==> config.mk <==
export PLATFORM = sky130hd
export DESIGN_NAME = boot_fault_safe_mode_guard_flat
export DESIGN_NICKNAME = d
export VERILOG_FILES = /design/src/rtl/core/bfsg_pkg.sv /design/src/rtl/core/bfsg_req_if.sv /design/src/rtl/core/bfsg_res_if.sv /design/src/rtl/core/bfsg_step.sv /design/src/rtl/core/boot_fault_safe_mode_guard.sv /design/src/flat_wrapper.sv
export SDC_FILE = /design/constraint.sdc
export NUM_CORES = 1
export LEC_CHECK = 0
export BUFFER_PORTS_ARGS = -buffer_cell sky130_fd_sc_hd__clkbuf_2
export CELL_PAD_IN_SITES_DETAIL_PLACEMENT = 1
export CELL_PAD_IN_SITES_GLOBAL_PLACEMENT = 1
export CORE_UTILIZATION = 47
export CTS_CLUSTER_DIAMETER = 60
export CTS_CLUSTER_SIZE = 20
export DETAILED_ROUTE_END_ITERATION = 10
export HOLD_SLACK_MARGIN = 0.02
export PLACE_DENSITY = 0.8
export SYNTH_ARGS = -nofsm -noshare
export SYNTH_HDL_FRONTEND = slang
export SYNTH_SLANG_ARGS = --single-unit
==> constraint.sdc <==
create_clock -name clk -period 4.25 [get_ports clk]
set_input_delay 0.6375 -clock clk [delete_from_list [all_inputs] [get_ports clk]]
set_output_delay 0.6375 -clock clk [all_outputs]
set_load 0.01 [all_outputs]
==> src/rtl/core/bfsg_pkg.sv <==
package bfsg_pkg;

  // number of startup stages that the stage event accepts
  localparam int STAGE_COUNT = 11;

  // event modes
  localparam logic [2:0] MODE_BOOT       = 3'd0;
  localparam logic [2:0] MODE_HEALTHY    = 3'd1;
  localparam logic [2:0] MODE_RETRY      = 3'd2;
  localparam logic [2:0] MODE_FORCE_ON   = 3'd3;
  localparam logic [2:0] MODE_FORCE_OFF  = 3'd4;
  localparam logic [2:0] MODE_STAGE      = 3'd5;
  localparam logic [2:0] MODE_DISP_BEGIN = 3'd6;
  localparam logic [2:0] MODE_DISP_DONE  = 3'd7;

  // reset classes
  localparam logic [1:0] CLS_CLEAN   = 2'd0;
  localparam logic [1:0] CLS_FAULT   = 2'd1;
  localparam logic [1:0] CLS_POWER   = 2'd2;
  localparam logic [1:0] CLS_UNKNOWN = 2'd3;

  // safe mode entry reasons
  localparam logic [1:0] ENTRY_NONE         = 2'd0;
  localparam logic [1:0] ENTRY_REPEATED     = 2'd1;
  localparam logic [1:0] ENTRY_RETRY_FAILED = 2'd2;
  localparam logic [1:0] ENTRY_FORCED       = 2'd3;

  // reset cause codes
  localparam logic [3:0] CAUSE_PANIC      = 4'd3;
  localparam logic [3:0] CAUSE_INT_WDT    = 4'd4;
  localparam logic [3:0] CAUSE_TASK_WDT   = 4'd5;
  localparam logic [3:0] CAUSE_WDT        = 4'd6;
  localparam logic [3:0] CAUSE_BROWNOUT   = 4'd8;
  localparam logic [3:0] CAUSE_GLITCH     = 4'd13;
  localparam logic [3:0] CAUSE_LOCKUP     = 4'd14;
  localparam logic [3:0] CAUSE_UNKNOWN    = 4'd15;

  // retained guard state
  typedef struct packed {
    logic [7:0] fault_count;
    logic [7:0] power_count;
    logic [3:0] current_stage;
    logic [3:0] reached_stage;
    logic       armed_flag;
    logic       retry_flag;
    logic       forced_flag;
    logic       in_safe_flag;
    logic       display_failed_flag;
  } guard_state_t;

  // one event request
  typedef struct packed {
    logic [2:0] mode;
    logic [3:0] reset_cause;
    logic [3:0] stage_code;
    logic       painted;
  } event_t;

  // one result
  typedef struct packed {
    logic       safe;
    logic [1:0] entry_reason;
    logic [1:0] cause_group;
    logic [7:0] fault_total;
    logic [7:0] power_total;
    logic [3:0] last_stage;
    logic       previous_safe;
    logic       display_allowed;
  } result_t;

  // map a reset cause onto its class
  function automatic logic [1:0] cause_class(input logic [3:0] cause);
    logic [1:0] cls;
    unique case (cause)
      CAUSE_PANIC, CAUSE_INT_WDT, CAUSE_TASK_WDT, CAUSE_WDT, CAUSE_LOCKUP: cls = CLS_FAULT;
      CAUSE_BROWNOUT, CAUSE_GLITCH: cls = CLS_POWER;
      CAUSE_UNKNOWN: cls = CLS_UNKNOWN;
      default: cls = CLS_CLEAN;
    endcase
    return cls;
  endfunction

  // saturating increment of an 8 bit counter
  function automatic logic [7:0] sat_inc(input logic [7:0] v);
    return (v == 8'hff) ? 8'hff : v + 8'd1;
  endfunction

endpackage

==> src/rtl/core/bfsg_req_if.sv <==
interface bfsg_req_if;
  logic       valid;
  logic       ready;
  logic [2:0] mode;
  logic [3:0] reset_cause;
  logic [3:0] stage_code;
  logic       painted;

  modport source (output valid, mode, reset_cause, stage_code, painted, input ready);
  modport sink (input valid, mode, reset_cause, stage_code, painted, output ready);
endinterface

==> src/rtl/core/bfsg_res_if.sv <==
interface bfsg_res_if;
  logic       valid;
  logic       ready;
  logic       safe;
  logic [1:0] entry_reason;
  logic [1:0] cause_group;
  logic [7:0] fault_total;
  logic [7:0] power_total;
  logic [3:0] last_stage;
  logic       previous_safe;
  logic       display_allowed;

  modport source (
    output valid, safe, entry_reason, cause_group, fault_total, power_total,
           last_stage, previous_safe, display_allowed,
    input  ready
  );
  modport sink (
    input  valid, safe, entry_reason, cause_group, fault_total, power_total,
           last_stage, previous_safe, display_allowed,
    output ready
  );
endinterface

==> src/rtl/core/bfsg_step.sv <==
module bfsg_step (
  input  bfsg_pkg::guard_state_t state,
  input  bfsg_pkg::event_t       evt,
  input  logic [7:0]             fault_limit,
  output bfsg_pkg::guard_state_t state_next,
  output bfsg_pkg::result_t      result
);
  import bfsg_pkg::*;

  logic [1:0] cls;
  logic       counted;
  logic [7:0] boot_faults;
  logic [7:0] boot_powers;
  logic [1:0] entry;
  logic       boot_safe;
  logic       stage_ok;

  // boot path: classify, count, decide
  always_comb begin
    cls         = cause_class(evt.reset_cause);
    counted     = 1'b0;
    boot_faults = state.fault_count;
    boot_powers = state.power_count;
    if (cls == CLS_POWER) begin
      boot_powers = sat_inc(state.power_count);
    end else if (state.armed_flag && (cls == CLS_FAULT || cls == CLS_UNKNOWN)) begin
      boot_faults = sat_inc(state.fault_count);
      counted     = 1'b1;
    end
    priority if (state.forced_flag) begin
      entry = ENTRY_FORCED;
    end else if (boot_faults >= fault_limit) begin
      entry = (state.retry_flag && counted) ? ENTRY_RETRY_FAILED : ENTRY_REPEATED;
    end else begin
      entry = ENTRY_NONE;
    end
    boot_safe = (entry != ENTRY_NONE);
  end

  assign stage_ok = {1'b0, evt.stage_code} < 5'(STAGE_COUNT);

  // state update per event
  always_comb begin
    state_next = state;
    unique case (evt.mode)
      MODE_BOOT: begin
        state_next.fault_count   = boot_faults;
        state_next.power_count   = boot_powers;
        state_next.reached_stage = state.current_stage;
        state_next.current_stage = 4'd0;
        state_next.in_safe_flag  = boot_safe;
        state_next.armed_flag    = !boot_safe;
        state_next.retry_flag    = !boot_safe && state.retry_flag;
      end
      MODE_HEALTHY: begin
        state_next.armed_flag  = 1'b0;
        state_next.retry_flag  = 1'b0;
        state_next.fault_count = 8'd0;
        state_next.power_count = 8'd0;
      end
      MODE_RETRY: begin
        state_next.forced_flag         = 1'b0;
        state_next.retry_flag          = 1'b1;
        state_next.armed_flag          = 1'b0;
        state_next.fault_count         = (fault_limit == 8'd0) ? 8'd0 : fault_limit - 8'd1;
        state_next.display_failed_flag = 1'b0;
      end
      MODE_FORCE_ON: begin
        state_next.forced_flag = 1'b1;
      end
      MODE_FORCE_OFF: begin
        state_next.forced_flag = 1'b0;
        state_next.fault_count = 8'd0;
        state_next.power_count = 8'd0;
        state_next.retry_flag  = 1'b0;
      end
      MODE_STAGE: begin
        if (stage_ok) begin
          state_next.current_stage = evt.stage_code;
        end
      end
      MODE_DISP_BEGIN: begin
        state_next.display_failed_flag = 1'b1;
      end
      MODE_DISP_DONE: begin
        if (evt.painted) begin
          state_next.display_failed_flag = 1'b0;
        end
      end
      default: begin
        state_next = state;
      end
    endcase
  end

  // result fields
  always_comb begin
    result.safe            = (evt.mode == MODE_BOOT) && boot_safe;
    result.entry_reason    = (evt.mode == MODE_BOOT) ? entry : ENTRY_NONE;
    result.cause_group     = (evt.mode == MODE_BOOT) ? cls : CLS_CLEAN;
    result.previous_safe   = (evt.mode == MODE_BOOT) && state.in_safe_flag;
    result.fault_total     = state_next.fault_count;
    result.power_total     = state_next.power_count;
    result.last_stage      = state_next.reached_stage;
    result.display_allowed = !state_next.display_failed_flag;
  end

endmodule

==> src/rtl/core/boot_fault_safe_mode_guard.sv <==
// Boot fault guard: one result per request, in order. A request is taken
// into an input register; from there the state update and the result are
// computed in a single pass and loaded into the result register once that
// register is empty or its result is taken, so one request per cycle is
// sustained while results are taken. While a result waits, the input
// register still takes one more request; after that the input stalls until
// the result is taken. fault_limit (reset 3) may only be written while no
// request is in flight.
module boot_fault_safe_mode_guard (
  input  logic             clk,
  input  logic             rst,
  input  logic             cfg_wr_en,
  input  logic [7:0]       cfg_wr_data,
  bfsg_req_if.sink         req,
  bfsg_res_if.source       res
);
  import bfsg_pkg::*;

  logic         in_valid;
  event_t       in_evt;
  logic         out_valid;
  result_t      out_res;
  logic [7:0]   fault_limit;
  guard_state_t state;
  guard_state_t state_next;
  result_t      step_res;
  logic         advance;

  // the result register frees when empty or taken
  assign advance   = in_valid && (!out_valid || res.ready);
  assign req.ready = !in_valid || advance;

  // configuration register
  always_ff @(posedge clk) begin
    if (rst) begin
      fault_limit <= 8'd3;
    end else if (cfg_wr_en) begin
      fault_limit <= cfg_wr_data;
    end
  end

  // input register
  always_ff @(posedge clk) begin
    if (rst) begin
      in_valid <= 1'b0;
    end else if (req.ready) begin
      in_valid <= req.valid;
    end
  end

  always_ff @(posedge clk) begin
    if (req.valid && req.ready) begin
      in_evt <= '{mode: req.mode, reset_cause: req.reset_cause,
                  stage_code: req.stage_code, painted: req.painted};
    end
  end

  bfsg_step u_step (
    .state       (state),
    .evt         (in_evt),
    .fault_limit (fault_limit),
    .state_next  (state_next),
    .result      (step_res)
  );

  // retained state
  always_ff @(posedge clk) begin
    if (rst) begin
      state <= '0;
    end else if (advance) begin
      state <= state_next;
    end
  end

  // result register
  always_ff @(posedge clk) begin
    if (rst) begin
      out_valid <= 1'b0;
    end else if (advance) begin
      out_valid <= 1'b1;
    end else if (res.ready) begin
      out_valid <= 1'b0;
    end
  end

  always_ff @(posedge clk) begin
    if (advance) begin
      out_res <= step_res;
    end
  end

  assign res.valid           = out_valid;
  assign res.safe            = out_res.safe;
  assign res.entry_reason    = out_res.entry_reason;
  assign res.cause_group     = out_res.cause_group;
  assign res.fault_total     = out_res.fault_total;
  assign res.power_total     = out_res.power_total;
  assign res.last_stage      = out_res.last_stage;
  assign res.previous_safe   = out_res.previous_safe;
  assign res.display_allowed = out_res.display_allowed;

endmodule

==> src/flat_wrapper.sv <==
// flat-port wrapper written by rule: the top's interface ports become plain ports
module boot_fault_safe_mode_guard_flat import bfsg_pkg::*;
  (clk, rst, cfg_wr_en, cfg_wr_data, req_valid, req_mode, req_reset_cause, req_stage_code, req_painted, req_ready, res_valid, res_safe, res_entry_reason, res_cause_group, res_fault_total, res_power_total, res_last_stage, res_previous_safe, res_display_allowed, res_ready);
  bfsg_req_if req_i ();
  bfsg_res_if res_i ();
  input  logic clk;
  input  logic rst;
  input  logic cfg_wr_en;
  input  logic [7:0] cfg_wr_data;
  input wire logic [$bits(req_i.valid)-1:0] req_valid;
  input wire logic [$bits(req_i.mode)-1:0] req_mode;
  input wire logic [$bits(req_i.reset_cause)-1:0] req_reset_cause;
  input wire logic [$bits(req_i.stage_code)-1:0] req_stage_code;
  input wire logic [$bits(req_i.painted)-1:0] req_painted;
  output wire logic [$bits(req_i.ready)-1:0] req_ready;
  output wire logic [$bits(res_i.valid)-1:0] res_valid;
  output wire logic [$bits(res_i.safe)-1:0] res_safe;
  output wire logic [$bits(res_i.entry_reason)-1:0] res_entry_reason;
  output wire logic [$bits(res_i.cause_group)-1:0] res_cause_group;
  output wire logic [$bits(res_i.fault_total)-1:0] res_fault_total;
  output wire logic [$bits(res_i.power_total)-1:0] res_power_total;
  output wire logic [$bits(res_i.last_stage)-1:0] res_last_stage;
  output wire logic [$bits(res_i.previous_safe)-1:0] res_previous_safe;
  output wire logic [$bits(res_i.display_allowed)-1:0] res_display_allowed;
  input wire logic [$bits(res_i.ready)-1:0] res_ready;
  assign req_i.valid = req_valid;
  assign req_i.mode = req_mode;
  assign req_i.reset_cause = req_reset_cause;
  assign req_i.stage_code = req_stage_code;
  assign req_i.painted = req_painted;
  assign req_ready = req_i.ready;
  assign res_valid = res_i.valid;
  assign res_safe = res_i.safe;
  assign res_entry_reason = res_i.entry_reason;
  assign res_cause_group = res_i.cause_group;
  assign res_fault_total = res_i.fault_total;
  assign res_power_total = res_i.power_total;
  assign res_last_stage = res_i.last_stage;
  assign res_previous_safe = res_i.previous_safe;
  assign res_display_allowed = res_i.display_allowed;
  assign res_i.ready = res_ready;
  boot_fault_safe_mode_guard u_core (.clk(clk), .rst(rst), .cfg_wr_en(cfg_wr_en), .cfg_wr_data(cfg_wr_data), .req(req_i), .res(res_i));
endmodule
# Word-level counts from Yosys, hierarchy flattened
# Memories as Yosys holds them, arrays and structs flattened. A register that Yosys moved wholly into a read port is not among the register bits.
# Cells that the tools add are included.
[classes]
addsub = 3
magnitude_cmp = 2
n_eq_ne = 13
mux = 24
n_reduce_logical = 30
[op_table]
columns = ["op", "n"]
rows = [
  ["two-way mux 8 bit", 6],
  ["case mux 8 bit (3 select lines)", 1],
  ["adder 8 x 1 -> 8 bit (second input constant)", 2],
  ["equality test 8 bit (second input constant)", 2],
  ["case mux 8 bit (2 select lines)", 1],
  ["equality test 3 bit (second input constant)", 4],
  ["two-way mux 4 bit", 3],
  ["nonzero test 2 bit", 5],
  ["greater-or-equal comparator 8 bit", 1],
  ["logical NOT 8 bit", 1],
  ["case mux 4 bit (2 select lines)", 1],
  ["AND reduction 2 bit", 4],
  ["subtractor 8 x 1 -> 8 bit (second input constant)", 1],
  ["logical AND 1 bit", 7],
  ["equality test 3 x 2 -> 1 bit (second input constant)", 2],
  ["two-way mux 2 bit", 3],
  ["case mux 1 bit (3 select lines)", 2],
  ["OR reduction 2 bit", 3],
  ["two-way mux 1 bit", 5],
  ["equality test 2 bit (second input constant)", 2],
  ["logical NOT 1 bit", 4],
  ["< comparator 4 bit (second input constant)", 1],
  ["case mux 1 bit (2 select lines)", 2],
  ["equality test 3 x 1 -> 1 bit (second input constant)", 1],
  ["6 further kinds", 8],
]
[totals]
register_bits = 78
mem_bits_ro = 32
input_bits = 25
out_inout_bits = 29
elab_cells = 97
mem_count = 1
[mem_list]
columns = ["memory", "words", "word_bits", "read_ports", "rd_clocked_by_memory_dff", "write_ports", "line_no", "rtl"]
rows = [
  ["(no name shown)", 16, 2, 1, 1, 0, "bfsg_pkg.sv:74", "unique case (cause)"],
]

# Logic depth before layout (Yosys ltp)
# Gate-level depths: netlist of run 1.
[logic_depth]
ltp_word = 13
mapped_depth = 10
ltp_nobuf = 10

# Modules after synthesis
# A second synthesis of run 1 with hierarchy kept.
[unflattened]
hier_cells = 465
hier_area_um2 = 4549.4
[by_module_without_submodules]
columns = ["module", "n_inst", "cells_each", "area_per_inst_um2", "seq_area_each_um2"]
rows = [
  ["boot_fault_safe_mode_guard", 1, 201, 2870.3, 1951.9],
  ["bfsg_step", 1, 264, 1679.1, 0.0],
]

# Worst setup path after synthesis of run 1
# Ideal clock, no wire load.
[synth_path]
path_type = "input-to-reg"
from = "input port res_ready"
to = "register u_core.state[18] (netlist name)"
arrival_ns = 2.427
slack_ns = 1.765
cell_stages = 7
cell_sequence = "nand2b_1 -> nand2_1 -> inv_1 -> clkbuf_1 -> nand2_1 -> nor2_1 -> o21a_1"
[synth_between]
elab_chain_cells = 2
[synth_rtl]
columns = ["item", "line_no", "rtl"]
rows = [
  ["start, declared", "flat_wrapper.sv:25", "input wire logic [$bits(res_i.ready)-1:0] res_ready;"],
  ["logical OR 1 bit", "boot_fault_safe_mode_guard.sv:30", "assign advance = in_valid && (!out_valid || res.ready);"],
  ["logical AND 1 bit", "boot_fault_safe_mode_guard.sv:30", ""],
  ["net u_core.advance", "boot_fault_safe_mode_guard.sv:27", "logic advance;"],
]
# The timed path passes the listed nets, and every way through them passes these cells.
# A chain may end at the register's enable or synchronous reset.

# Worst setup path after layout of run 1
[layout_path]
from = "register u_core.state[21] (netlist name)"
to = "register u_core.out_res (netlist bit u_core.res.entry_reason[1]), data pin"
[layout_between]
elab_chain_cells = 7
elab_cells_between_ends = 8
[layout_rtl]
columns = ["item", "line_no", "rtl"]
rows = [
  ["adder 8 x 1 -> 8 bit or equality test 8 bit (tied branches)", "bfsg_pkg.sv:85", "return (v == 8'hff) ? 8'hff : v + 8'd1;"],
  ["two-way mux 8 bit", "bfsg_pkg.sv:85", ""],
  ["two-way mux 8 bit", "bfsg_step.sv:26", "end else if (state.armed_flag && (cls == CLS_FAULT || cls == CLS_UNKNOWN)) begin"],
  ["two-way mux 8 bit (*)", "bfsg_step.sv:24", "if (cls == CLS_POWER) begin"],
  ["greater-or-equal comparator 8 bit (*)", "bfsg_step.sv:32", "end else if (boot_faults >= fault_limit) begin"],
  ["two-way mux 2 bit (*)", "bfsg_step.sv:32", ""],
  ["two-way mux 2 bit (*)", "bfsg_step.sv:30", "priority if (state.forced_flag) begin"],
  ["end signal, assigned", "boot_fault_safe_mode_guard.sv:88", "out_res <= step_res;"],
  ["end, declared", "boot_fault_safe_mode_guard.sv:22", "result_t out_res;"],
]
# Every way passes the cells marked *; elsewhere a longest branch is shown, timed or not.

==> impl_metrics.env, run 1 <==
export IMPL_fillers=976
export IMPL_worstPathArrival_ns=2.82
export IMPL_die_width_um=94.2
export IMPL_maxSlewViolCount=0
export IMPL_antenna_found_initial=0
export IMPL_seq_power_share=0.544
export IMPL_swShare=0.271
export IMPL_regArea_mm2=0.00199
export IMPL_wl_met2_um=5080
export IMPL_root_buffer="clkbuf_8"
export IMPL_grt_max_degree=29
export IMPL_cp_end_kind="register"
export IMPL_layout_drive_gt1_share=0.169
export IMPL_worstReg2RegStart="u_core.state[21]"
export IMPL_cts_resized_gates=0
export IMPL_synthesis_area_mm2=0.00400
export IMPL_stdcell_count=583
export IMPL_cts_htree_levels=3
export IMPL_syn_nets=464
export IMPL_skew_ns=0.0176
export IMPL_yosysTopAreaCellShare=0.293
export IMPL_tns_ns=0
export IMPL_multiInputGateArea_mm2=0.00187
export IMPL_num_antenna_cells=0
export IMPL_ys_ff_latch=80
export IMPL_drc_errors=0
export IMPL_power_internal_mw=1.18
export IMPL_setup_viol=0
export IMPL_tritoncts="built"
export IMPL_vdd_ir_drop_worst_uv=168
export IMPL_cp_endpoint="u_core.res.entry_reason[1]"
export IMPL_synth_cell_types=55
export IMPL_grt_overflow=0
export IMPL_crit_start="u_core.state[21]"
export IMPL_ant_nets=0
export IMPL_vias_per_cell=5.84
export IMPL_clockBufferDepth=2
export IMPL_start_util=0.487
export IMPL_async_flop_share=0
export IMPL_powerDensity_mw_per_mm2=356
export IMPL_leakage_nw=1.79
export IMPL_holdBufCountCts=0
export IMPL_grt_pass1_wl_um=17100
export IMPL_cap_viol_max_count=0
export IMPL_yosys_area_top_type="edfxtp_1"
export IMPL_final_common_cell="clkbuf_2"
export IMPL_worst_endpoint_required_ns=4.33
export IMPL_io_pins=54
export IMPL_vias=3407
export IMPL_yosysSeqAreaShare=0.498
export IMPL_place_inst=567
export IMPL_hold_path_class="primary input to register"
export IMPL_wl_um=10400
export IMPL_numClockSinks=80
export IMPL_cts_made_buffers=9
export IMPL_synth_edff_count=39
export IMPL_p_comb_frac=0.110
export IMPL_num_rows=33
export IMPL_clkLatencyLatePin_ns=0.36
export IMPL_finalHoldViolations=0
export IMPL_wl_per_cell_um=17.9
export IMPL_startpoint_type="register"
export IMPL_relSlewSlack=0.394
export IMPL_path_class="register to register"
export IMPL_die_area_mm2=0.00888
export IMPL_syn_inst=427
export IMPL_fmax_mhz=365
export IMPL_drtPass1Iterations=4
export IMPL_ff2ff_path_depth=9
export IMPL_cts_reportedPaths_clkPinSlew_ns=0.08
export IMPL_ys_flop_type="dfxtp_1"
export IMPL_regToRegSetupSlack_ns=1.51
export IMPL_io_buffer_count=53
export IMPL_hpwl_um=7560
export IMPL_highest_layer="met4"
export IMPL_cts_setup_buffers=0
export IMPL_rsz0062_at_grt="no"
export IMPL_synthTopCellsByArea="edfxtp_1 29%, dfxtp_1 21%, a21oi_1 5.0%, nand2_1 4.6%, mux2i_1 4.0%"
export IMPL_die_y_um=94.2
export IMPL_grt_usage=0.251
export IMPL_gp_congestion=0.862
export IMPL_switchingPower_uw=437
export IMPL_grt_pass1_vias=3614
export IMPL_final_cell_mix="53 x clkbuf_2, 49 x nand2_1, 42 x nor2_1, 41 x dfxtp_1, 40 x a21oi_1"
export IMPL_yosysWarnings=0
export IMPL_r2r_end="u_core.res.entry_reason[1]"
export IMPL_core_area_mm2=0.00822
export IMPL_drt_iter0_drc=121
export IMPL_met1_length_um=4710
export IMPL_timing_final_crit_share=0.645
export IMPL_final_net_count=510
export IMPL_syn_to_final_growth_pct=13.4
export IMPL_whs_path_depth=1
export IMPL_status="completed"
export IMPL_fin_crit_ns=2.74
export IMPL_wl_met3_um=401
export IMPL_tightestPinTransition_ns=0.905
export IMPL_syn_avg_cell_area_um2=9.36
export IMPL_path_max_fanout=6
export IMPL_clkPwrFrac=0.346
==> worst min path at each step <==
stage,endpoint,slack [ns],startpoint
detailed placement,u_core.state[7],0.45,u_core.state[7]
global route,u_core.in_evt[3],0.45,req_stage_code[2]
finish,u_core.in_evt[3],0.46,req_stage_code[2]
floorplan,u_core.state[8],0.43,u_core.state[12]
global placement,u_core.state[5],0.44,u_core.state[5]
CTS,u_core.in_evt[10],0.45,req_mode[1]
==> synth_stat cells (4+ instances only) <==
library cell  number
inv_1             15
nor3b_1            4
edfxtp_1          39
clkbuf_1          12
nand2b_1           6
nand4_1            7
nand3_1           11
a21o_1             5
ha_1              12
a211oi_1           4
and2_1            13
nor2_1            42
mux2i_1           16
a21oi_1           40
nand2_1           49
o21ai_0           28
a31oi_1            7
buf_2              6
o32ai_1            4
nor3_1            10
dfxtp_1           41
and3_1             5
==> area by class of cell <==
cell class	count	area share
Multi-Input combinational cell	312	0.413
Clock buffer	11	0.0359
Tap cell	105	0.0290
Inverter	15	0.0124
Sequential cell	80	0.440
Clock inverter	5	0.00828
Timing Repair Buffer	55	0.0618
==> power groups by stage <==
stage	registers, mW	logic (mW)	clock network [mW]
floorplan	0.887	0.116	0
global route	0.883	0.197	0.594
CTS	0.877	0.176	0.565
detailed placement	0.895	0.175	0
finish	0.878	0.177	0.558
global placement	0.892	0.167	0
==> metal layers <==
| metal | up-vias | track usage |
|---|---|---|
| li1 | 1655 | - |
| met1 | 1655 | 0.314 |
| met2 | 82 | 0.424 |
| met3 | 15 | 0.0396 |
| met4 | 0 | 0.112 |
| met5 | - | 0 |
==> metrics by stage <==
stage | setup slack [ns] | power (mW) | instance area [um2] | util | hold slack, ns
after floorplan | 1.77 | 1.00 | 4000 | - | 0.432
after global placement | 1.63 | 1.06 | 4330 | 0.527 | 0.442
after detailed placement | 1.52 | 1.07 | 4330 | 0.527 | 0.452
after CTS | 1.51 | 1.62 | 4530 | 0.552 | 0.450
after global routing | 1.37 | 1.67 | 4530 | 0.552 | 0.446
final | 1.51 | 1.61 | 4530 | 0.552 | 0.459
==> sequential cells by signal, summed over array words and instances, names as in the netlist <==
signal,flops
u_core.fault_limit,8
u_core.state,29
u_core.in_evt,12
u_core.u_step.cls,2
u_core.in_valid,1
u_core.res.safe,1
u_core.res.previous_safe,1
u_core.res.entry_reason,2
u_core.res.last_stage,4
u_core.res.cause_group,2
u_core.res.valid,1
u_core.res.fault_total,8
u_core.res.display_allowed,1
u_core.res.power_total,8
==> critical path, cell delays in order (launching register included) <==
cell	delay [ns]
dfxtp_1	0.43
ha_1	0.24
and4_1	0.28
a31oi_1	0.11
a41oi_1	0.23
ha_1	0.29
a21o_1	0.18
a211o_1	0.34
a21oi_1	0.29
nor3_1	0.09
==> logic make-up (layout without fill, tap and decap cells) <==
logic type | count (synthesis) | count (layout) | share of synthesized area
xor gates and xnor gates | 1 | 1 | 0.00219
DFF | 80 | 80 | 0.498
AOI/OAI and AO/OA | 114 | 114 | 0.177
muxes | 17 | 17 | 0.0429
adders and majority gates | 12 | 12 | 0.0376
buffers and inverters | 35 | 86 | 0.0347
and+or+nand+nor | 168 | 168 | 0.207
(Power assumes the default switching activity.)
==> inputs of run 2 (changes only) <==
CORE_UTILIZATION = 44   (was 47)
PLACE_DENSITY = 0.75   (was 0.8)
clock period = 2.67 ns   (was 4.25 ns; I/O delays follow)
==> run 2 against run 1 <==
Routed wire length grew 3.1%. Combinational power grew 75%. Critical path depth is the same. Non-clock buffer count grew 14. Sequential cell count is the same. Cell area grew 3.7%. Sequential power grew 59%. Global-route usage shrank 1.3 points. Core utilization shrank 1.5 points. Setup slack lost 1.3 ns. Register-to-register slack lost 1.3 ns. Critical path type unchanged. Largest cell class unchanged.
==> impl_metrics.env, run 2 (synthesized netlist as in run 1, its figures left out) <==
export IMPL_status="completed"
export IMPL_grt_pass1_wl_um=17800
export IMPL_skew_ns=0.0111
export IMPL_numClockSinks=80
export IMPL_rsz0062_at_grt="no"
export IMPL_path_class="register to register"
export IMPL_fin_crit_ns=2.51
export IMPL_cap_viol_max_count=0
export IMPL_final_area_mm2=0.00470
export IMPL_final_cell_mix="53 x clkbuf_2, 49 x nand2_1, 42 x nor2_1"
export IMPL_final_common_cell="clkbuf_2"
export IMPL_slowest_delay_ns=0.36
export IMPL_num_antenna_cells=0
export IMPL_timing_final_crit_share=0.939
export IMPL_tritoncts="built"
export IMPL_crit_chain="ha_1, and4_1, a31oi_1, a41oi_1, ha_1, a21o_1, a211o_1, a21oi_4, nor3_1"
export IMPL_cts_made_buffers=9
export IMPL_relSlewSlack=0.291
export IMPL_tns_ns=0
export IMPL_die_width_um=97.3
export IMPL_wl_per_cell_um=17.9
export IMPL_drt_iter0_drc=142
export IMPL_gp_congestion=0.903
export IMPL_num_rows=34
export IMPL_die_y_um=97.3
export IMPL_hold_path_class="primary input to register"
export IMPL_largest_register="u_core.state"
export IMPL_vias=3494
export IMPL_cts_reportedPaths_clkPinSlew_ns=0.09
export IMPL_crit_family="compound AO/OA/AOI/OAI gates"
export IMPL_worst_path_most_repeated_cell="ha_1"
export IMPL_largest_registers="u_core.state: 29 flops, u_core.in_evt: 12 flops"
export IMPL_drtPass1Iterations=4
export IMPL_path_max_fanout=4
export IMPL_largest_reg_flops=29
export IMPL_drc_errors=0
export IMPL_cts_htree_levels=3
export IMPL_setup_viol=0
export IMPL_finalHoldViolations=0
export IMPL_worstPathArrival_ns=2.61
export IMPL_grt_usage=0.238
export IMPL_power_total_mw=2.78
export IMPL_core_area_mm2=0.00876
export IMPL_critPathBufInv=0
export IMPL_powerDensity_mw_per_mm2=592
export IMPL_dpl_cell_area_mm2=0.00444
export IMPL_grt_max_degree=28
export IMPL_root_buffer="clkbuf_8"
export IMPL_grt_overflow=0
export IMPL_io_buffer_count=53
export IMPL_clkLatencyLatePin_ns=0.36
export IMPL_startpoint_type="register"
export IMPL_start_util=0.456
export IMPL_final_net_count=524
export IMPL_grt_pass1_vias=3601
export IMPL_die_area_mm2=0.00947
export IMPL_ant_nets=0
export IMPL_worst_endpoint_required_ns=2.77
export IMPL_vias_per_cell=5.82
export IMPL_antenna_found_initial=0
export IMPL_layout_drive_gt1_share=0.201
export IMPL_hpwl_um=7790
export IMPL_syn_to_final_growth_pct=17.6
export IMPL_cts_setup_buffers=0
export IMPL_cp_end_kind="register"
export IMPL_io_pins=54
export IMPL_clockBufferDepth=2
export IMPL_cpMaxStageDelayCell="a211o_1"
export IMPL_maxSlewViolCount=0
export IMPL_vdd_ir_drop_worst_uv=303
export IMPL_leakage_nw=1.88
export IMPL_fmax_mhz=399
export IMPL_wl_um=10700
export IMPL_tightestPinTransition_ns=1.06
## run 2: final timing paths
kind	start	endpoint	slack, ns	cells after the start
max	u_core.state[22]	u_core.res.entry_reason[1]	0.16	9
min	req_stage_code[0]	u_core.in_evt[1]	0.22	1
max reg2reg	u_core.state[22]	u_core.res.entry_reason[1]	0.16	9
min reg2reg	u_core.state[12]	u_core.state[8]	0.46	2
## run 2: through the flow
stage               utilization  hold WS, ns  worst slack, ns  instances
finish                    0.536        0.221            0.164        600
global route              0.536        0.198           0.0207        600
CTS                       0.534        0.210           0.0365        600
detailed placement        0.507        0.452           0.0561        584
global placement          0.507        0.440            0.157        584
floorplan                     -        0.432            0.249        427
## run 2: timing repair
action / in CTS / in global routing
gates resized for setup: 0 / 8
setup endpoints to repair: 0 / 4
hold buffers: 0 / 0
## run 2: per-layer routing
layer / GRT usage / vias up / wire (um)
li1: - / 1681 / -
met1: 0.316 / 1696 / 5100
met2: 0.391 / 99 / 5000
met3: 0.0360 / 18 / 406
met4: 0.0950 / 0 / 235
met5: 0 / - / 0
## run 2: area by class of cell
cell class | count | area (um2)
clock buffers | 10 | 128
clock inverters | 6 | 108
fillers | 1030 | 4060
inverters | 15 | 56.3
multi-input cells | 312 | 1890
flip-flops and latches | 80 | 1990
well taps | 108 | 135
repair buffers | 69 | 385
## run 2: worst register-to-register path, delay by kind of cell, from the launching register on
kind / cells / cell delay, ns
DFF: 1 / 0.35
adders and majority gates: 2 / 0.50
and+or+nand+nor: 2 / 0.36
AOI/OAI and AO/OA: 5 / 1.06
## run 2: power breakdown
| group | leakage (nW) | switching (mW) | total (mW) | internal (mW) |
|---|---|---|---|---|
| registers | 0.708 | 0.0535 | 1.40 | 1.34 |
| logic | 1.06 | 0.188 | 0.309 | 0.121 |
| clock network | 0.118 | 0.458 | 1.08 | 0.619 |
| total | 1.88 | 0.700 | 2.78 | 2.08 |
